`src/design/rsfl_ram.sv`:
```
// Generic single-port synchronous RAM, read-first, registered read data.
`default_nettype none
module rsfl_ram #(
  parameter int ADDR_W = 8,
  parameter int DATA_W = 8
) (
  input  wire logic              clk,
  input  wire logic              we,
  input  wire logic [ADDR_W-1:0] addr,
  input  wire logic [DATA_W-1:0] wdata,
  output logic      [DATA_W-1:0] rdata
);

  localparam int DEPTH = 1 << ADDR_W;

  logic [DATA_W-1:0] mem [DEPTH];

  always_ff @(posedge clk) begin
    if (we) begin
      mem[addr] <= wdata;
    end
    rdata <= mem[addr];
  end

endmodule
`default_nettype wire

```
`config.mk`:
```
export PLATFORM = sky130hd
export DESIGN_NAME = rsfl_ram
export DESIGN_NICKNAME = d
export VERILOG_FILES = /design/src/design/rsfl_ram.sv
export SDC_FILE = /design/constraint.sdc
export NUM_CORES = 2
export LEC_CHECK = 0
export BUFFER_PORTS_ARGS = -buffer_cell sky130_fd_sc_hd__buf_2
export CAP_MARGIN = 30
export CORE_ASPECT_RATIO = 0.8
export CORE_UTILIZATION = 55
export CTS_CLUSTER_SIZE = 16
export DETAILED_ROUTE_END_ITERATION = 12
export GPL_ROUTABILITY_DRIVEN = 0
export GPL_TIMING_DRIVEN = 1
export PLACE_DENSITY = 0.71
export SLEW_MARGIN = 20
export SYNTH_ARGS = -nofsm -noshare
export SYNTH_HDL_FRONTEND = slang
export SYNTH_SLANG_ARGS = --single-unit
```
`constraint.sdc`:
```
create_clock -name clk -period 2.83 [get_ports clk]
set_clock_uncertainty 0.1 [all_clocks]
set_input_delay 0.283 -clock clk [delete_from_list [all_inputs] [get_ports clk]]
set_output_delay 0.283 -clock clk [all_outputs]
set_load 0.03 [all_outputs]
```
After elaboration in Yosys (flattened, before gate mapping)
Memory sizes are Yosys's and may differ from the RTL's. A register that Yosys moved wholly into a read port is not among the register bits.
Index checks and enable logic that the tools add are counted.
{"block": "word_totals", "regBits": 0, "mem_bits_rw": 2048, "input_bits": 18, "out_inout_bits": 8, "mem_count": 1}
{"block": "classes", "n_mux": 2}
{"memory": "mem", "depth": 256, "width": 8, "read_ports": 1, "rd_clocked_by_memory_dff": 1, "write_ports": 1, "line_no": "16", "source": "logic [DATA_W-1:0] mem [DEPTH];"}
{"op": "2-to-1 mux 1 bit", "n": 2}

Longest topological paths before layout
{"block": "depth", "word_depth": 2, "mapped_depth": 10, "ltp_nobuf": 5}

Least setup slack after synthesis
OpenSTA, ideal clock, no wires.
{"block": "synth_timing", "kind": "input-to-reg", "from": "input addr[1]", "to": "memory mem[111][0], enable pin", "arrival_ns": 2.132, "required_ns": 2.360, "slack_ns": 0.228, "path_stages": 9, "n_path_buf": 5, "cell_sequence": "buf_2 -> clkbuf_1 -> clkbuf_1 -> nand2_1 -> buf_2 -> nor2_1 -> nand2_1 -> clkbuf_1 -> nor2_1"}
{"element": "start: declaration", "line_no": "9", "source": "input wire logic [ADDR_W-1:0] addr,"}
{"element": "end: declaration", "line_no": "16"}
No word-level cell before the write port.

==> results by group <==
Status
  – Outcome: completed

Setup path
  – Critical R2R Capture: rdata[2]$_DFF_P_
  – Worst path max stage delay: 0.69 ns
  – R2R cell count: 7
  – Crit path DAT: 3.36 ns
  – Worst Path Required: 3.43 ns
  – Top cell by count, worst path: buf_4
  – Crit path from: mem[223][2]$_DFFE_PP_
  – Launching point of the worst reg2reg path: mem[223][2]$_DFFE_PP_
  – R2r setup slk: 0.07 ns
  – Startpoint Class: flip-flop
  – CP Class: flip-flop to flip-flop
  – CP max FO: 1
  – Bufs and invs on worst path: 2
  – Critical path capture point type: flip-flop
  – CP Cell Sequence: mux4_2 -> a22oi_1 -> a21oi_1 -> buf_4 -> o41ai_1 -> buf_4 -> nand4_1
  – Crit-path slowest cell: o41ai_1
  – Cell family with most CP delay: compound AO/OA/AOI/OAI gates

STA
  – Final Hold Viols: 0
  – Final worst path period need: 2.76 ns
  – RSZ-0062 raised after global routing: no
  – Max Clk Rate: 362 MHz
  – Final Setup Violations: 0
  – Tightest Pin Transition: 0.880 ns
  – Fin crit share: 97.7%
  – Max-slew violation count: 0
  – Slew HR: 41.1%

Synthesis
  – Top-count cell post-synth: edfxtp_1
  – Synth Area in Simple Gates: 1.73%
  – Sequential cell area fraction in the yosys report: 78.6%
  – Multiplexer share of the synthesized area: 14.7%
  – Main combinational cell family by area after synthesis: multiplexers
  – Async set-or-reset flop fraction in the synthesized netlist: 0%
  – Synth Area in Compound Gates: 3.62%
  – Adder-cell share of the synthesized area: 0%
  – Post-Synthesis Cells: 3547
  – Synthesized cell area: 78500 µm²
  – Yosys cell types: 22
  – Commonest cells in the netlist: 2048 x edfxtp_1, 512 x mux4_2, 256 x a22oi_1
  – Post-synth net total: 3565
  – Yosys top cell area share: 78.3%
  – Avg Inst Size Synth: 22.1 µm²
  – Dominant cells by area after synthesis: edfxtp_1 78%, mux4_2 15%, a22oi_1 2.4%
  – Warnings, synthesis: 0
  – Post-synth top area cell: edfxtp_1
  – Primary FF master, synth: edfxtp_1
  – Post-synth EDFFs: 2048
  – #FFs+latches synth: 2056
  – Xor/xnor share of the synthesized area: 0%

Clock tree
  – Bufs on Longest Clock Path: 3
  – Post-CTS Setup Inserts: 0
  – CTS buffer count: 190
  – CTS sink count: 2056
  – Depth of the CTS H-tree: 4
  – Clk Latency, worst-skew pair: 0.83 ns
  – Clk pin slew, worst setup/hold paths: 0.06 ns
  – Root buf cell: clkbuf_16
  – CTS tree: done

Routing
  – Post-DR wirelength/cell: 31.1 µm
  – Initial DRC Count: 5591
  – Drc violations: 0
  – ANT nets after route: 0
  – Via count: 39900
  – DRT Pass-1 Iters: 5
  – DRT Wirelength: 191000 µm
  – Vias per cell: 6.48

Floorplan
  – Die Y-Extent: 340 µm
  – Starting Density: 55.6%
  – Rows: 123
  – Die ar.: 144000 µm²
  – CORE AREA: 141000 µm²
  – DIE WIDTH: 424 µm
  – I/O pins: 26

Power
  – Power after layout: 61600 µW
  – VDD IR max: 0.598 mV
  – Power per cell area: 673 nW/µm²
  – Leakage Power: 0.0290 µW

Global route
  – Met1 usage: 41.2%
  – Grt total ovfl: 0
  – Met2 track demand over resource: 39.6%
  – Initial antenna violation count: 4
  – Routing usage on met3: 6.54%
  – First-pass GRT wire length: 280000 µm
  – Vias in the first global route: 39900
  – Top Usage Layer GRT: met1
  – Largest net degree at the start of global routing: 97
  – GRT Total Usage: 27.1%

Finish
  – Number of fill cells in the layout: 9026
  – Share of layout cells above drive strength 1: 32.5%
  – P&R area growth vs syn: 16.5%
  – Core Util, Final: 64.8%
  – Nets: 4135

Placement
  – DP HPWL: 120000 µm
  – I/O Buffers: 25

Hold path
  – Worst min path class: primary input to flip-flop
  – WHS Endpoint: mem[59][6]$_DFFE_PP_
  – Worst Hold Launch: wdata[6]
  – Hold path cells: 1

Flow run
  – MaxCap Viol Count: 0
==> worst reg2reg max path: cells and delay by family (launching register included) <==
family	cells	cell delay (ns)
compound gates	3	1.09
mux	1	0.52
buf+inv	2	0.43
flops	1	0.42
simple gates	1	0.10
==> sequential cells by signal (all words and copies together), names as in the netlist <==
signal  flops
rdata       8
mem      2048
==> worst max path at each step <==
stage | cells after the start | endpoint | slack [ns]
6_report | 7 | rdata[2]$_DFF_P_ | 0.07
5_1_grt | 7 | rdata[2]$_DFF_P_ | 0.04
4_1_cts | 7 | rdata[6]$_DFF_P_ | 0.03
3_5_place_dp | 9 | rdata[1]$_DFF_P_ | -0.73
3_3_place_gp | 10 | rdata[6]$_DFF_P_ | -0.67
2_1_floorplan | 9 | mem[111][0]$_DFFE_PP_ | 0.23
==> cell families (layout without fill, tap and decap cells) <==
logic type | after synthesis | after routing
compound gates | 416 | 416
buf+inv | 233 | 962
flops | 2056 | 2056
mux | 512 | 512
other cells | 0 | 4
simple gates | 330 | 330
==> timing repair <==
action | 4_1_cts | 5_1_grt
setup endpoints to repair | 1 | 1
endpoints found under the hold margin | 299 | 0
resized for setup | 1 | 1
hold buffers | 9 | 0
==> stage by stage <==
step                hold WS (ns)  setup TNS [ns]  worst slack (ns)  std cells  area, µm²
detailed placement         0.644           -3.02            -0.726       5790      85400
global placement           0.640           -3.08            -0.675       5790      85400
global route              0.0336               0            0.0409       6151      91500
finish                    0.0113               0            0.0660       6155      91500
floorplan                  0.282               0             0.228       3547      78500
CTS                       0.0231               0            0.0295       6150      91400
==> power breakdown <==
group	switching (µW)	total, µW	leakage (µW)	internal, µW
logic	1940	3190	0.00765	1250
clock network	10900	24800	0.00292	13800
registers	44.9	33600	0.0185	33600
total	12900	61600	0.0290	48600
==> layout by cell type, fill, tap and decap left out, types with 30 or more instances in the layout <==
cell type	n
o41ai_1	30
nor2_1	231
mux4_2	512
clkinv_1	47
buf_12	84
a22oi_1	256
clkbuf_16	194
edfxtp_1	2048
buf_4	492
clkinv_2	39
clkbuf_1	38
a21oi_1	128
==> cell type report <==
cell class / count / area (µm²) / share of cell area, %
sequential: 2056 / 61700 / 67.4
timing repair buffer: 610 / 5680 / 6.21
multi-input combinational: 1258 / 15800 / 17.3
clock buffer: 232 / 5000 / 5.46
clock inverter: 119 / 971 / 1.06
antenna: 4 / 10.0 / 0.0109
inverter: 1 / 3.75 / 0.00410
tap: 1875 / 2350 / 2.57
==> metal layers <==
| metal | wire, µm | share of wire (%) | up-vias |
|---|---|---|---|
| li1 | - | - | 16200 |
| met1 | 77200 | 40 | 21000 |
| met2 | 87200 | 46 | 2343 |
| met3 | 21900 | 11 | 280 |
| met4 | 4800 | 2.5 | 2 |
| met5 | 14 | 0.0073 | - |
(Power assumes the default switching activity.)
