==> src/design/rsfl_pkg.sv <==
// Shared types and constants for the record slot free-list allocator.
`default_nettype none
package rsfl_pkg;

  localparam int PAGE_W  = 8;
  localparam int SLOT_W  = 6;
  localparam int SLOT_AW = PAGE_W + SLOT_W;
  localparam int LEN_W   = 13;
  localparam int SPP_W   = 7;

  localparam logic [PAGE_W-1:0] PAGE_LIMIT  = 8'd255;
  localparam logic [PAGE_W-1:0] PAGE_NONE   = '0;
  localparam logic [LEN_W-1:0]  OFFSET_BASE = 13'd4;
  localparam logic [SPP_W-1:0]  SLOT_CAP    = 7'd64;

  localparam logic [LEN_W-1:0]  RECORD_LEN_RST = 13'd64;
  localparam logic [SPP_W-1:0]  SLOTS_RST      = 7'd64;

  localparam logic CFG_RECORD_LEN = 1'b0;
  localparam logic CFG_SLOTS      = 1'b1;

  localparam logic STATUS_OK      = 1'b0;
  localparam logic STATUS_NO_PAGE = 1'b1;

  typedef enum logic [1:0] {
    CMD_ALLOC_REC  = 2'd0,
    CMD_FREE_REC   = 2'd1,
    CMD_ALLOC_PAGE = 2'd2,
    CMD_FREE_PAGE  = 2'd3
  } cmd_t;

  typedef struct packed {
    logic              valid;
    logic [PAGE_W-1:0] page;
    logic [SLOT_W-1:0] slot;
  } slot_link_t;

  typedef struct packed {
    logic               we;
    logic [SLOT_AW-1:0] addr;
    slot_link_t         wdata;
  } slot_req_t;

  typedef struct packed {
    logic              we;
    logic [PAGE_W-1:0] addr;
    logic [PAGE_W-1:0] wdata;
  } page_req_t;

endpackage
`default_nettype wire

==> src/design/rsfl_ctrl.sv <==
// Command sequencer: list heads, page counter, page formatting and results.
`default_nettype none
module rsfl_ctrl
  import rsfl_pkg::*;
(
  input  wire logic              clk,
  input  wire logic              rst_n,
  input  wire logic              start,
  input  wire logic [1:0]        in_command,
  input  wire logic [PAGE_W-1:0] in_page_number,
  input  wire logic [SLOT_W-1:0] in_record_slot,
  input  wire logic [LEN_W-1:0]  record_len,
  input  wire logic [SLOT_W-1:0] last_slot,
  output logic                   busy,
  output logic                   out_valid,
  output logic                   out_status,
  output logic      [PAGE_W-1:0] out_result_page,
  output logic      [SLOT_W-1:0] out_result_slot,
  output logic      [LEN_W-1:0]  out_result_offset,
  output slot_req_t              slot_req,
  input  wire slot_link_t        slot_rdata,
  output page_req_t              page_req,
  input  wire logic [PAGE_W-1:0] page_rdata
);

  typedef enum logic [2:0] {
    S_IDLE,
    S_PAGE_RD,
    S_FORMAT,
    S_PAGE_PUSH,
    S_SLOT_RD
  } state_t;

  state_t            state_r, state_nxt;
  cmd_t              cmd_r, cmd_nxt;
  slot_link_t        head_r, head_nxt;
  logic [PAGE_W-1:0] free_head_r, free_head_nxt;
  logic [PAGE_W-1:0] used_head_r, used_head_nxt;
  logic [PAGE_W-1:0] highest_r, highest_nxt;
  logic [PAGE_W-1:0] page_r, page_nxt;
  logic [SLOT_W-1:0] idx_r, idx_nxt;

  logic              valid_r, valid_nxt;
  logic              status_r, status_nxt;
  logic [PAGE_W-1:0] rpage_r, rpage_nxt;
  logic [SLOT_W-1:0] rslot_r, rslot_nxt;
  logic [LEN_W-1:0]  roff_r, roff_nxt;

  logic [SLOT_W+LEN_W-1:0] prod;

  // byte offset of the slot at the list head, before OFFSET_BASE is added
  assign prod = {{LEN_W{1'b0}}, head_r.slot} * {{SLOT_W{1'b0}}, record_len};

  always_comb begin
    state_nxt     = state_r;
    cmd_nxt       = cmd_r;
    head_nxt      = head_r;
    free_head_nxt = free_head_r;
    used_head_nxt = used_head_r;
    highest_nxt   = highest_r;
    page_nxt      = page_r;
    idx_nxt       = idx_r;
    valid_nxt     = 1'b0;
    status_nxt    = STATUS_OK;
    rpage_nxt     = '0;
    rslot_nxt     = '0;
    roff_nxt      = '0;
    slot_req      = '0;
    page_req      = '0;
    slot_req.addr = {head_r.page, head_r.slot};
    page_req.addr = free_head_r;

    case (state_r)
      S_IDLE: begin
        if (start) begin
          cmd_nxt = cmd_t'(in_command);
          case (cmd_t'(in_command))
            CMD_ALLOC_REC, CMD_ALLOC_PAGE: begin
              if ((cmd_t'(in_command) == CMD_ALLOC_REC) && head_r.valid) begin
                state_nxt = S_SLOT_RD;
              end else if (free_head_r != PAGE_NONE) begin
                state_nxt = S_PAGE_RD;
              end else if (highest_r >= PAGE_LIMIT) begin
                valid_nxt  = 1'b1;
                status_nxt = STATUS_NO_PAGE;
              end else begin
                highest_nxt = highest_r + 1'b1;
                page_nxt    = highest_r + 1'b1;
                idx_nxt     = '0;
                state_nxt   = S_FORMAT;
              end
            end
            CMD_FREE_REC: begin
              slot_req.we    = 1'b1;
              slot_req.addr  = {in_page_number, in_record_slot};
              slot_req.wdata = head_r;
              head_nxt       = '{valid: 1'b1, page: in_page_number, slot: in_record_slot};
              valid_nxt      = 1'b1;
            end
            CMD_FREE_PAGE: begin
              if (in_page_number != PAGE_NONE) begin
                page_req.we    = 1'b1;
                page_req.addr  = in_page_number;
                page_req.wdata = free_head_r;
                free_head_nxt  = in_page_number;
              end
              valid_nxt = 1'b1;
            end
            default: ;
          endcase
        end
      end
      S_PAGE_RD: begin
        page_nxt      = free_head_r;
        free_head_nxt = page_rdata;
        idx_nxt       = '0;
        // reused pages are formatted only for record allocation
        state_nxt     = (cmd_r == CMD_ALLOC_REC) ? S_FORMAT : S_PAGE_PUSH;
      end
      S_FORMAT: begin
        slot_req.we   = 1'b1;
        slot_req.addr = {page_r, idx_r};
        if (idx_r == last_slot) begin
          slot_req.wdata = head_r;
          head_nxt       = '{valid: 1'b1, page: page_r, slot: '0};
          state_nxt      = S_PAGE_PUSH;
        end else begin
          slot_req.wdata = '{valid: 1'b1, page: page_r, slot: idx_r + 1'b1};
          idx_nxt        = idx_r + 1'b1;
        end
      end
      S_PAGE_PUSH: begin
        page_req.we    = 1'b1;
        page_req.addr  = page_r;
        page_req.wdata = used_head_r;
        used_head_nxt  = page_r;
        if (cmd_r == CMD_ALLOC_REC) begin
          state_nxt = S_SLOT_RD;
        end else begin
          valid_nxt = 1'b1;
          rpage_nxt = page_r;
          state_nxt = S_IDLE;
        end
      end
      S_SLOT_RD: begin
        valid_nxt = 1'b1;
        rpage_nxt = head_r.page;
        rslot_nxt = head_r.slot;
        roff_nxt  = prod[LEN_W-1:0] + OFFSET_BASE;
        head_nxt  = slot_rdata;
        state_nxt = S_IDLE;
      end
      default: state_nxt = S_IDLE;
    endcase
  end

  always_ff @(posedge clk) begin
    if (!rst_n) begin
      state_r     <= S_IDLE;
      cmd_r       <= CMD_ALLOC_REC;
      head_r      <= '0;
      free_head_r <= PAGE_NONE;
      used_head_r <= PAGE_NONE;
      highest_r   <= '0;
      valid_r     <= 1'b0;
    end else begin
      state_r     <= state_nxt;
      cmd_r       <= cmd_nxt;
      head_r      <= head_nxt;
      free_head_r <= free_head_nxt;
      used_head_r <= used_head_nxt;
      highest_r   <= highest_nxt;
      valid_r     <= valid_nxt;
    end
    page_r   <= page_nxt;
    idx_r    <= idx_nxt;
    status_r <= status_nxt;
    rpage_r  <= rpage_nxt;
    rslot_r  <= rslot_nxt;
    roff_r   <= roff_nxt;
  end

  assign busy              = (state_r != S_IDLE);
  assign out_valid         = valid_r;
  assign out_status        = status_r;
  assign out_result_page   = rpage_r;
  assign out_result_slot   = rslot_r;
  assign out_result_offset = roff_r;

endmodule
`default_nettype wire

==> config.mk <==
export PLATFORM = sky130hd
export DESIGN_NAME = rsfl_ctrl
export DESIGN_NICKNAME = d
export VERILOG_FILES = /design/src/design/rsfl_pkg.sv /design/src/design/rsfl_ctrl.sv
export SDC_FILE = /design/constraint.sdc
export NUM_CORES = 1
export LEC_CHECK = 0
export BUFFER_PORTS_ARGS = -buffer_cell sky130_fd_sc_hd__buf_2
export CORE_MARGIN = 10
export CORE_UTILIZATION = 50
export CTS_CLUSTER_SIZE = 40
export DETAILED_ROUTE_END_ITERATION = 12
export PLACE_DENSITY = 0.75
export SLEW_MARGIN = 20
export SYNTH_ARGS = -nofsm -noshare
export SYNTH_HDL_FRONTEND = slang
export SYNTH_SLANG_ARGS = --single-unit
==> constraint.sdc <==
create_clock -name clk -period 5.2 [get_ports clk]
set_input_delay 0.26 -clock clk [delete_from_list [all_inputs] [get_ports clk]]
set_output_delay 0.26 -clock clk [all_outputs]
set_load 0.03 [all_outputs]
; Word-level counts from Yosys, hierarchy flattened
; Index checks and enable logic that the tools add are counted.
[word_totals]
out_inout_bits = 77
regBits = 87
[op_classes]
n_mux = 47
n_bitwise = 3
mul = 1
magnitude_cmp = 1
n_eq_ne = 19
n_addsub = 3
n_reduce_logical = 20
[op_table]
columns = cell, n
row1 = 8-bit two-way mux, 9
row2 = 15-bit two-way mux, 4
row3 = 30-bit two-way mux, 2
row4 = 30-bit one-hot mux with 2 select lines, 1
row5 = 17-bit two-way mux, 3
row6 = 8-bit one-hot mux with 2 select lines, 3
row7 = 15-bit one-hot mux with 3 select lines, 1
row8 = 6-bit two-way mux, 6
row9 = 17-bit one-hot mux with 2 select lines, 1
row10 = 3-bit two-way mux, 7
row11 = 6-bit one-hot mux with 3 select lines, 1
row12 = 8-bit nonzero test, 2
row13 = 2-bit inequality test (second input constant), 7
row14 = 13-bit by 3-bit adder with 13-bit output (second input constant), 1
row15 = 6-bit by 13-bit multiplier with 13-bit output, 1
row16 = 3-bit one-hot mux with 4 select lines, 1
row17 = 4-bit AND reduction, 3
row18 = 6-bit AND reduction, 2
row19 = 3-bit nonzero test, 3
row20 = 8-bit by 1-bit adder with 8-bit output (second input constant), 1
row21 = 8-bit greater-or-equal comparator (second input constant), 1
row22 = 7-bit AND reduction, 1
row23 = 6-bit by 1-bit adder with 6-bit output (second input constant), 1
row24 = 3-bit by 2-bit equality test with 1-bit output (second input constant), 2
row25 = 18 further kinds, 30

; Logic depth before layout (Yosys ltp)
; Gate-level depths: netlist (run 1).
[logic_depth]
word_depth = 7
mapped_depth = 15
ltp_nobuf = 14

; Worst setup path after synthesis (run 1)
; OpenSTA, ideal clock, no wires.
[synth_path]
path_kind = reg-to-reg
startpoint = register head_r[0] in the netlist's numbering
endpoint = register roff_r[12] (netlist: out_result_offset[12])
setup_time_ns = 0.128
setup_slack_ns = 1.378
stages_incl_launch_ff = 14
n_path_buf = 2
t_required_ns = 5.072
t_arrival_ns = 3.695
cell_sequence = dfxtp_1 clkbuf_1 clkbuf_1 and2_1 fa_1 ha_1 fa_1 ha_1 and2_1 a221oi_1 nand3_1 a221oi_1 xnor2_1 nor2_1
[synth_via]
elab_chain_cells = 2
[synth_rtl]
columns = element, line_no
row1 = from (decl), rsfl_ctrl.sv:36  ; slot_link_t head_r, head_nxt;
row2 = from (signal assigned), rsfl_ctrl.sv:169  ; head_r <= head_nxt;
row3 = 6-bit by 13-bit multiplier with 13-bit output, rsfl_ctrl.sv:52  ; assign prod = {{LEN_W{1'b0}}, head_r.slot} * {{SLOT_W{1'b0}}, record_len};
row4 = 13-bit by 3-bit adder with 13-bit output, rsfl_ctrl.sv:149  ; roff_nxt = prod[LEN_W-1:0] + OFFSET_BASE;
row5 = to (signal assigned), rsfl_ctrl.sv:180  ; roff_r <= roff_nxt;
row6 = to (decl), rsfl_ctrl.sv:47  ; logic [LEN_W-1:0] roff_r, roff_nxt;
; No other way between the ends.
; A chain may end at the register's enable or synchronous reset.

; Worst setup path in the final report (run 1)
[layout_path]
startpoint = register head_r[1] in the netlist's numbering
endpoint = register roff_r[12] (netlist: out_result_offset[12])
; The elaborated chain is that of the path after synthesis.

==> results of run 1 <==
## final timing paths
check	from	end	slack, ns	depth (start not counted)
setup / recovery	head_r[1]	out_result_offset[12]	0.94	11
hold reg to reg	used_head_r[0]	used_head_r[0]	0.46	2
setup reg to reg	head_r[1]	out_result_offset[12]	0.94	11
hold / removal	rst_n	state_r[1]	0.17	3
## placed cells by master, fill, tap and decap left out, types with 9 or more instances in the layout
cell type,synthesis,routed
ha_1,20,20
and3_1,27,27
edfxtp_1,14,14
nand2_1,103,103
inv_1,47,47
dfxtp_1,73,72
a211oi_1,11,11
xor2_1,16,16
o21ai_0,32,32
fa_1,32,32
a21oi_1,39,39
nand3_1,20,20
mux2i_1,9,9
a22oi_1,13,13
and2_1,41,41
a22o_1,25,25
buf_2,3,137
nor2_1,67,67
xnor2_1,22,22
clkbuf_16,0,10
nor3_1,10,10
## sequential cells by signal (all words and copies together) (netlist names), 3 cells and up
name and cells:
used_head_r 8, head_r 15, idx_r 6, out_result_slot 6, free_head_r 8, out_result_page 8, state_r 3, highest_r 8
out_result_offset 13, page_r 8
## final cells by class
type	instances	area, µm²	share of cell area (%)
clock inverter	6	62.6	0.887
clock buffer	10	250	3.55
multi-input combinational	547	3750	53.2
sequential	87	1880	26.7
inverter	49	184	2.61
tap	143	179	2.54
timing repair buffer	144	738	10.5
## power by group through the flow
stage               registers (mW)  clock network (mW)  logic [mW]
floorplan                     1.01                   0        1.92
global route                  1.22               0.705        2.74
CTS                           1.18               0.677        2.46
global placement              1.18                   0        2.37
finish                        1.20               0.669        2.47
detailed placement            1.19                   0        2.44
## metal layers
layer,vias up,part of all wire [%]
met2,247,46
met5,-,0.069
met4,2,3.0
li1,2722,-
met3,42,9.0
met1,2738,42
## worst max-delay path, delay by kind of cell, from the launching register on
family                   cells  cell delay [ns]
AO/OA/AOI/OAI                2             0.89
flip-flops                   1             0.73
adder cells (fa/ha/maj)      4             1.58
AND/OR/NAND/NOR              4             0.74
XOR/XNOR                     1             0.18
## metrics by stage
step	hold slack, ns	worst slack [ns]	cell area [µm²]	cells
6_report	0.173	0.939	7050	986
5_1_grt	0.177	0.639	7050	986
4_1_cts	0.170	0.987	7050	986
3_5_place_dp	0.450	1.02	6740	970
3_3_place_gp	0.442	1.20	6740	970
2_1_floorplan	0.401	1.38	6000	723
## logic make-up (layout without fill, tap and decap cells)
logic type / count (synthesis) / after routing / synth area share (%)
AND/OR/NAND/NOR: 296 / 296 / 23.6
buffers and inverters: 89 / 209 / 6.01
multiplexers: 10 / 10 / 1.69
XOR/XNOR: 38 / 38 / 5.55
flip-flops: 87 / 87 / 31.4
adder cells (fa/ha/maj): 52 / 52 / 14.9
AO/OA/AOI/OAI: 151 / 151 / 16.9
==> impl_metrics.tcl, run 1 <==
set metrics [dict create \
    worst_pin_slew_ns 1.17 \
    swShare_pct 51.0 \
    pwr-share-comb_pct 57.0 \
    start_util_pct 51.9 \
    nNetsFinal 951 \
    dieArea_mm2 0.0168 \
    area_growth_pct 17.6 \
    synth-seq-cells 87 \
    max_stage_delay_ns 0.73 \
    post_drt_wl_per_cell_um 19.2 \
    syn_area_per_cell_um2 8.29 \
    crit_chain "and2_1 > fa_1 > ha_1 > fa_1 > ha_1 > and2_1 > a221oi_1 > nand3_1 > a221oi_1 > xnor2_1 > nor2_1" \
    intPower_mw 2.13 \
    clock-sinks 87 \
    grt_max_degree 44 \
    p_sw_mw 2.21 \
    rows 39 \
    fin_crit_sh_pct 81.9 \
    seq_power_share_pct 27.6 \
    synth_edf_count 14 \
    core_mm2 0.0116 \
    first_global_vias 5641 \
    cts-root-buf "clkbuf_16" \
    setup_tns_ns 0 \
    grt_util_met3_pct 5.87 \
    cap_violations 0 \
    syn_inst 723 \
    fillers 1034 \
    start_kind "flip-flop" \
    fmax_mhz 235 \
    drtAntennaViolNets 0 \
    cts-hold-fix-buffers 0 \
    synth_cell_types 50 \
    n_antenna_cell 0 \
    num_io_pins 138 \
    cp-end-kind "flip-flop" \
    total_leakage_power_nw 3.16 \
    cts.repair.resized 0 \
    clk_latency_ns 0.36 \
    synth.most_common_cell "nand2_1" \
    rsz0062_at_grt "no" \
    status "finished, final reports clean" \
    grt_pass1_wl_um 29800 \
    netlist_area_mm2 0.00600 \
    synth_top_area_cell "dfxtp_1" \
    synth_flop_cell "dfxtp_1" \
    antenna_found_initial 1 \
    final-hold-violation-count 0 \
    synthArstFlopShare_pct 0 \
    busiest_layer "met2" \
    grt_usage_pct 22.4 \
    place.gp.congestion 0.949 \
    grt_remaining_overflow 0 \
    met2_usage_pct 34.1 \
    seq_area_frac_synth_pct 31.4 \
    cts_tree "yes" \
    h-tree-depth 3 \
    portBuffers 137 \
    power.density_mw_per_mm2 615 \
    finish.utilization_pct 61.0 \
    dr.first_iter.drc_count 580 \
    drt-total-wl_um 18900 \
    peakVddDrop_v 0.000327 \
    relSlewSlack_pct 21.4 \
    clock_power_share_pct 15.4 \
    setup_viol 0 \
    cts_buffers 9 \
    clk_pin_slew_ns 0.07 \
    yosys-top-cells-area "dfxtp_1 (24%), fa_1 (11%), edfxtp_1 (7.0%), nand2_1 (6.4%), and2_1 (4.3%)" \
    hp-class "input port to flip-flop" \
    required_ns 5.42 \
    ys_top_cells_by_count "nand2_1 (103), dfxtp_1 (73), nor2_1 (67)" \
    maxSlewViolCount 0 \
    power_mw 4.34 \
    hpwl_um 14500 \
    via_count 5751 \
    die_w_um 130 \
    layout-drive-gt1-share_pct 20.4 \
    crit_type "flip-flop to flip-flop" \
    path_max_fanout 17 \
    cts_setup_buffers 0 \
    crit_arrival_ns 4.48 \
    die_y_um 130 \
    via_per_inst 5.83 \
    skew_ns 0.0126 \
    yosysWarnings 0 \
    syn-num-nets 836 \
    layout_min_cycle_time_ns 4.26 \
    clockBufferDepth 2 \
    first_pass_iters 7 \
    drc_errors 0 \
    grtUsageMet1_pct 29.4 \
    cp_slowest_cell "dfxtp_1" \
    synth_top_area_share_pct 24.4 \
]
(Power assumes the default switching activity.)
==> run 2: changes to the inputs <==
--- a/config.mk
+++ b/config.mk
@@ -10,7 +10,7 @@
 export CORE_UTILIZATION = 50
 export CTS_CLUSTER_SIZE = 40
 export DETAILED_ROUTE_END_ITERATION = 12
-export PLACE_DENSITY = 0.75
+export PLACE_DENSITY = 0.78
 export SLEW_MARGIN = 20
 export SYNTH_ARGS = -nofsm -noshare
 export SYNTH_HDL_FRONTEND = slang
==> constraint.sdc (replaced) <==
create_clock -name clk -period 3.8 [get_ports clk]
set_input_delay 0.19 -clock clk [delete_from_list [all_inputs] [get_ports clk]]
set_output_delay 0.19 -clock clk [all_outputs]
set_load 0.03 [all_outputs]
==> run 2 against run 1 <==
  * Sequential power is 28% higher
  * Combinational power up 49%
  * Maximum frequency is 16% higher
  * Core utilization rose by 1.7 points
  * Wire length down 1.5%
  * Worst setup slack got worse by 0.83 ns
  * Cell area is 2.8% higher
  * Count of clock-buffer cells in the layout fell by 1
  * Register-to-register slack worse by 0.83 ns
  * Clock power rose by 36%
  * Final cell count grew 2.3%
==> impl_metrics.tcl, run 2 (synthesized netlist as in run 1, its figures left out) <==
set metrics [dict create \
    total_leakage_power_nw 3.27 \
    nNetsFinal 972 \
    first_global_vias 5355 \
    start_kind "flip-flop" \
    layout-drive-gt1-share_pct 23.4 \
    core_mm2 0.0116 \
    maxSlewViolCount 0 \
    post_drt_wl_per_cell_um 18.5 \
    grt_usage_pct 21.7 \
    regMostFlops "head_r" \
    hp-class "input port to flip-flop" \
    path_max_fanout 8 \
    cp-end-kind "flip-flop" \
    layout_common_cells "buf_2 (137), nand2_1 (103), nor2_1 (67), dfxtp_1 (67), inv_1 (47)" \
    clock-sinks 87 \
    maxUsedRoutingLayer "met4" \
    via_count 5773 \
    drtAntennaViolNets 0 \
    largest_reg_flops 15 \
    clk_pin_slew_ns 0.07 \
    layout_commonest_cell "buf_2" \
    wl_met3_um 1770 \
    ff2ff_path_depth 12 \
    fillers 1011 \
    clockBufferDepth 2 \
    rows 39 \
    required_ns 4.05 \
    drc_errors 0 \
    area_growth_pct 20.9 \
    placed_area_mm2 0.00689 \
    cts_buffers 9 \
    setup_viol 0 \
    dr.first_iter.drc_count 631 \
    grt_remaining_overflow 0 \
    status "finished, final reports clean" \
    cts_tree "yes" \
    fin_area_mm2 0.00725 \
    grt_max_degree 44 \
    fmax_mhz 271 \
    portBuffers 137 \
    crit_type "flip-flop to flip-flop" \
    die_w_um 130 \
    drt-total-wl_um 18600 \
    skew_ns 0.0100 \
    crit_arrival_ns 3.93 \
    grt_pass1_wl_um 28700 \
    clk_latency_ns 0.36 \
    start_util_pct 51.9 \
    wl_met1_um 7710 \
    cap_violations 0 \
    num_io_pins 138 \
    die_y_um 130 \
    dieArea_mm2 0.0168 \
    worst_pin_slew_ns 0.749 \
    hpwl_um 14400 \
    power.density_mw_per_mm2 844 \
    cts-root-buf "clkbuf_16" \
    place.gp.congestion 0.948 \
    layout_min_cycle_time_ns 3.69 \
    fin_crit_sh_pct 97.1 \
    via_per_inst 5.72 \
    final-hold-violation-count 0 \
    h-tree-depth 3 \
    peakVddDrop_v 0.000404 \
    dr_wl_met2_um 8500 \
    first_pass_iters 5 \
    r2r_slack_ns 0.11 \
    holdPathStages 2 \
    hold_slack_ns 0.109 \
    antenna_found_initial 2 \
    relSlewSlack_pct 49.9 \
]
==> run 2: layer usage <==
metal  up-vias  track usage [%]
met1      2681             28.1
met5         -                0
met3        58             5.30
li1       2757                -
met2       277             33.5
met4         0             9.92
==> run 2: what timing repair did <==
action,in CTS,in global routing
resized for setup,1,13
setup buffers,0,1
setup endpoints to repair,1,4
hold buffers,0,0
pin swaps,0,5
==> run 2: through the flow <==
stage	utilization (%)	total power [mW]	instances	setup TNS, ns	worst slack [ns]
4_1_cts	62.3	6.03	1006	0	0.0123
5_1_grt	62.7	6.54	1009	-0.0277	-0.0138
2_1_floorplan	-	4.02	723	0	0.0149
3_5_place_dp	59.6	5.10	990	0	0.00562
3_3_place_gp	59.6	5.01	990	0	0.131
6_report	62.7	6.12	1009	0	0.111
==> run 2: where the power goes <==
group,switching (mW),internal [mW],total [mW]
Clock,0.397,0.517,0.913
Combinational,2.31,1.36,3.67
Sequential,0.340,1.20,1.54
==> run 2: cell type report <==
| type | instances | area (µm²) | share of cell area, % |
|---|---|---|---|
| diodes | 2 | 5.00 | 0.0690 |
| clock buffers | 9 | 225 | 3.11 |
| clock inverters | 7 | 80.1 | 1.10 |
| inverters | 49 | 184 | 2.54 |
| multi-input cells | 547 | 3780 | 52.2 |
| flip-flops and latches | 87 | 1900 | 26.2 |
| well taps | 143 | 179 | 2.47 |
| repair buffers | 165 | 893 | 12.3 |
==> run 2: worst max-delay path: stages, from the launching register on <==
cell and delay [ns]:
dfxtp_2 0.39, nand2_1 0.09, fa_1 0.56, fa_1 0.46, fa_1 0.56, inv_1 0.06
ha_1 0.33, o21a_1 0.13, o211ai_1 0.36, nor3_1 0.13, a221oi_2 0.32, xnor2_1 0.15
nor2_1 0.05
==> run 2: path summary, 6_finish.rpt <==
kind / startpoint / endpoint
setup reg to reg: head_r[4] / out_result_offset[12]
hold / removal: rst_n / head_r[14]
hold reg to reg: cmd_r[0] / cmd_r[0]
setup / recovery: head_r[4] / out_result_offset[12]
==> run 3: changes to the inputs <==
--- a/config.mk
+++ b/config.mk
@@ -8,9 +8,10 @@
 export BUFFER_PORTS_ARGS = -buffer_cell sky130_fd_sc_hd__buf_2
 export CORE_MARGIN = 10
 export CORE_UTILIZATION = 50
+export CTS_BUF_LIST = sky130_fd_sc_hd__clkbuf_2 sky130_fd_sc_hd__clkbuf_4 sky130_fd_sc_hd__clkbuf_8
 export CTS_CLUSTER_SIZE = 40
 export DETAILED_ROUTE_END_ITERATION = 12
-export PLACE_DENSITY = 0.78
+export PLACE_DENSITY = 0.77
 export SLEW_MARGIN = 20
 export SYNTH_ARGS = -nofsm -noshare
 export SYNTH_HDL_FRONTEND = slang
==> run 3 against run 2 <==
  * First-iteration DRC count shrank 12%
  * Largest power group unchanged
  * Largest cell class unchanged
  * Via count is essentially flat
  * Maximum frequency grew 1.9%
  * Highest routed layer unchanged
  * Total power shrank 2.7%
  * Flip-flop and latch count is the same
  * Count of clock-buffer cells in the layout is the same
  * Final cell count shrank 0.99%
  * Cell area shrank 1.6%
  * Worst setup slack gained 0.067 ns
  * Die area is the same
  * Critical path type unchanged
  * Critical path depth grew 1
==> impl_metrics.tcl, run 3 (synthesized netlist as in run 1, its figures left out) <==
set metrics [dict create \
    fin_crit_sh_pct 95.3 \
    dieArea_mm2 0.0168 \
    crit_chain "and2_1 > fa_1 > fa_1 > inv_1 > fa_1 > inv_1 > ha_1 > and3_4 > a211oi_2 > o21ai_2 > a221oi_2 > xnor2_1 > nor2_1" \
    die_w_um 130 \
    layout-drive-gt1-share_pct 22.7 \
    r2r_slack_ns 0.18 \
    final_cells 999 \
    rows 39 \
    holdPathStages 2 \
    grt_max_degree 44 \
    start_util_pct 51.9 \
    cts_setup_buffers 0 \
    rsz0062_at_grt "no" \
    clockBufferDepth 2 \
    min_from "slot_rdata[14]" \
    portBuffers 137 \
    drc_errors 0 \
    crit_type "flip-flop to flip-flop" \
    layout_min_cycle_time_ns 3.62 \
    critPathBufInv 2 \
    maxSlewViolCount 0 \
    status "finished, final reports clean" \
    relSlewSlack_pct 37.7 \
    drt-total-wl_um 18600 \
    skew_ns 0.0118 \
    grt_pass1_wl_um 28900 \
    grt_usage_pct 21.5 \
    n_antenna_cell 0 \
    drtAntennaViolNets 0 \
    core_mm2 0.0116 \
    rr_startpoint "head_r[3]" \
    ff2ff_path_depth 13 \
    cts_buffers 9 \
    worst_pin_slew_ns 0.931 \
    path_delay_family "adder cells" \
    h-tree-depth 3 \
    grt_remaining_overflow 0 \
    cts-root-buf "clkbuf_8" \
    hpwl_um 14600 \
    worstReg2RegEnd "out_result_offset[12]" \
    final-hold-violation-count 0 \
    first_pass_iters 5 \
    regMostFlops "head_r" \
    die_y_um 130 \
    power_mw 5.95 \
    place.gp.congestion 0.921 \
    setup_viol 0 \
    max_stage_delay_ns 0.55 \
    area_growth_pct 18.9 \
    layout_common_cells "buf_2 (137), nand2_1 (103), nor2_1 (67), dfxtp_1 (67), inv_1 (47)" \
    fmax_mhz 276 \
    power.density_mw_per_mm2 834 \
    cts-hold-fix-buffers 0 \
    dr.first_iter.drc_count 553 \
    dp.cells 983 \
    cp-end-kind "flip-flop" \
    num_io_pins 138 \
    cap_violations 0 \
    worstHoldEndpoint "head_r[14]" \
    crit_arrival_ns 3.87 \
    antenna_found_initial 0 \
    path_max_fanout 9 \
    start_kind "flip-flop" \
    clk_latency_ns 0.38 \
    post_drt_wl_per_cell_um 18.6 \
    via_per_inst 5.78 \
    largest_reg_flops 15 \
    nNetsFinal 964 \
    clk_pin_slew_ns 0.09 \
    peakVddDrop_v 0.000432 \
    first_global_vias 5535 \
    via_count 5772 \
    hp-class "input port to flip-flop" \
    cts_tree "yes" \
    total_leakage_power_nw 3.21 \
    clock-sinks 87 \
    crit_cells 13 \
    layout_commonest_cell "buf_2" \
    cp_common_cell "fa_1" \
    required_ns 4.05 \
    finish.utilization_pct 61.7 \
    cp_slowest_cell "fa_1" \
]
-- run 3: worst max path at each step --
stage                          from                     to  slack (ns)
after detailed placement  head_r[1]  out_result_offset[12]       -0.04
after global placement    head_r[1]  out_result_offset[12]        0.11
after CTS                 head_r[2]  out_result_offset[12]        0.02
after global routing      head_r[5]  out_result_offset[12]       0.008
final                     head_r[3]  out_result_offset[12]        0.18
after floorplan           head_r[0]  out_result_offset[12]        0.01
-- run 3: timing repair --
action                                  in CTS  in global routing
pin swaps                                    0                  5
endpoints found under the setup margin       1                  4
resized for setup                            3                 13
-- run 3: routing by layer --
layer  track usage (%)  vias to the layer above  part of all wire, %
met5                 0                        -                    0
met4              9.46                        0                  2.9
met3              4.49                       35                  8.1
met2              32.9                      272                   46
met1              28.9                     2733                   43
li1                  -                     2732                    -
-- run 3: report_power, final --
group / internal (mW) / total [mW] / switching (mW) / leakage (nW)
clock network: 0.439 / 0.801 / 0.362 / 0.121
logic: 1.33 / 3.62 / 2.29 / 2.36
registers: 1.20 / 1.53 / 0.333 / 0.730
total: 2.97 / 5.95 / 2.98 / 3.21
-- run 3: cell type report --
cell class / instances / area [µm²]
Fill cell: 1011 / 4430
Clock buffer: 9 / 124
Clock inverter: 7 / 118
Timing Repair Buffer: 157 / 836
Tap cell: 143 / 179
Sequential cell: 87 / 1900
Inverter: 49 / 184
Multi-Input combinational cell: 547 / 3790
-- run 3: through the flow --
stage | setup TNS, ns | setup WS, ns | instance area, µm² | hold WS, ns
finish | 0 | 0.178 | 7130 | 0.0889
detailed placement | -0.0429 | -0.0429 | 6840 | 0.450
CTS | 0 | 0.0208 | 7090 | 0.0755
floorplan | 0 | 0.0149 | 6000 | 0.331
global route | 0 | 0.00766 | 7130 | 0.0760
global placement | 0 | 0.114 | 6840 | 0.443
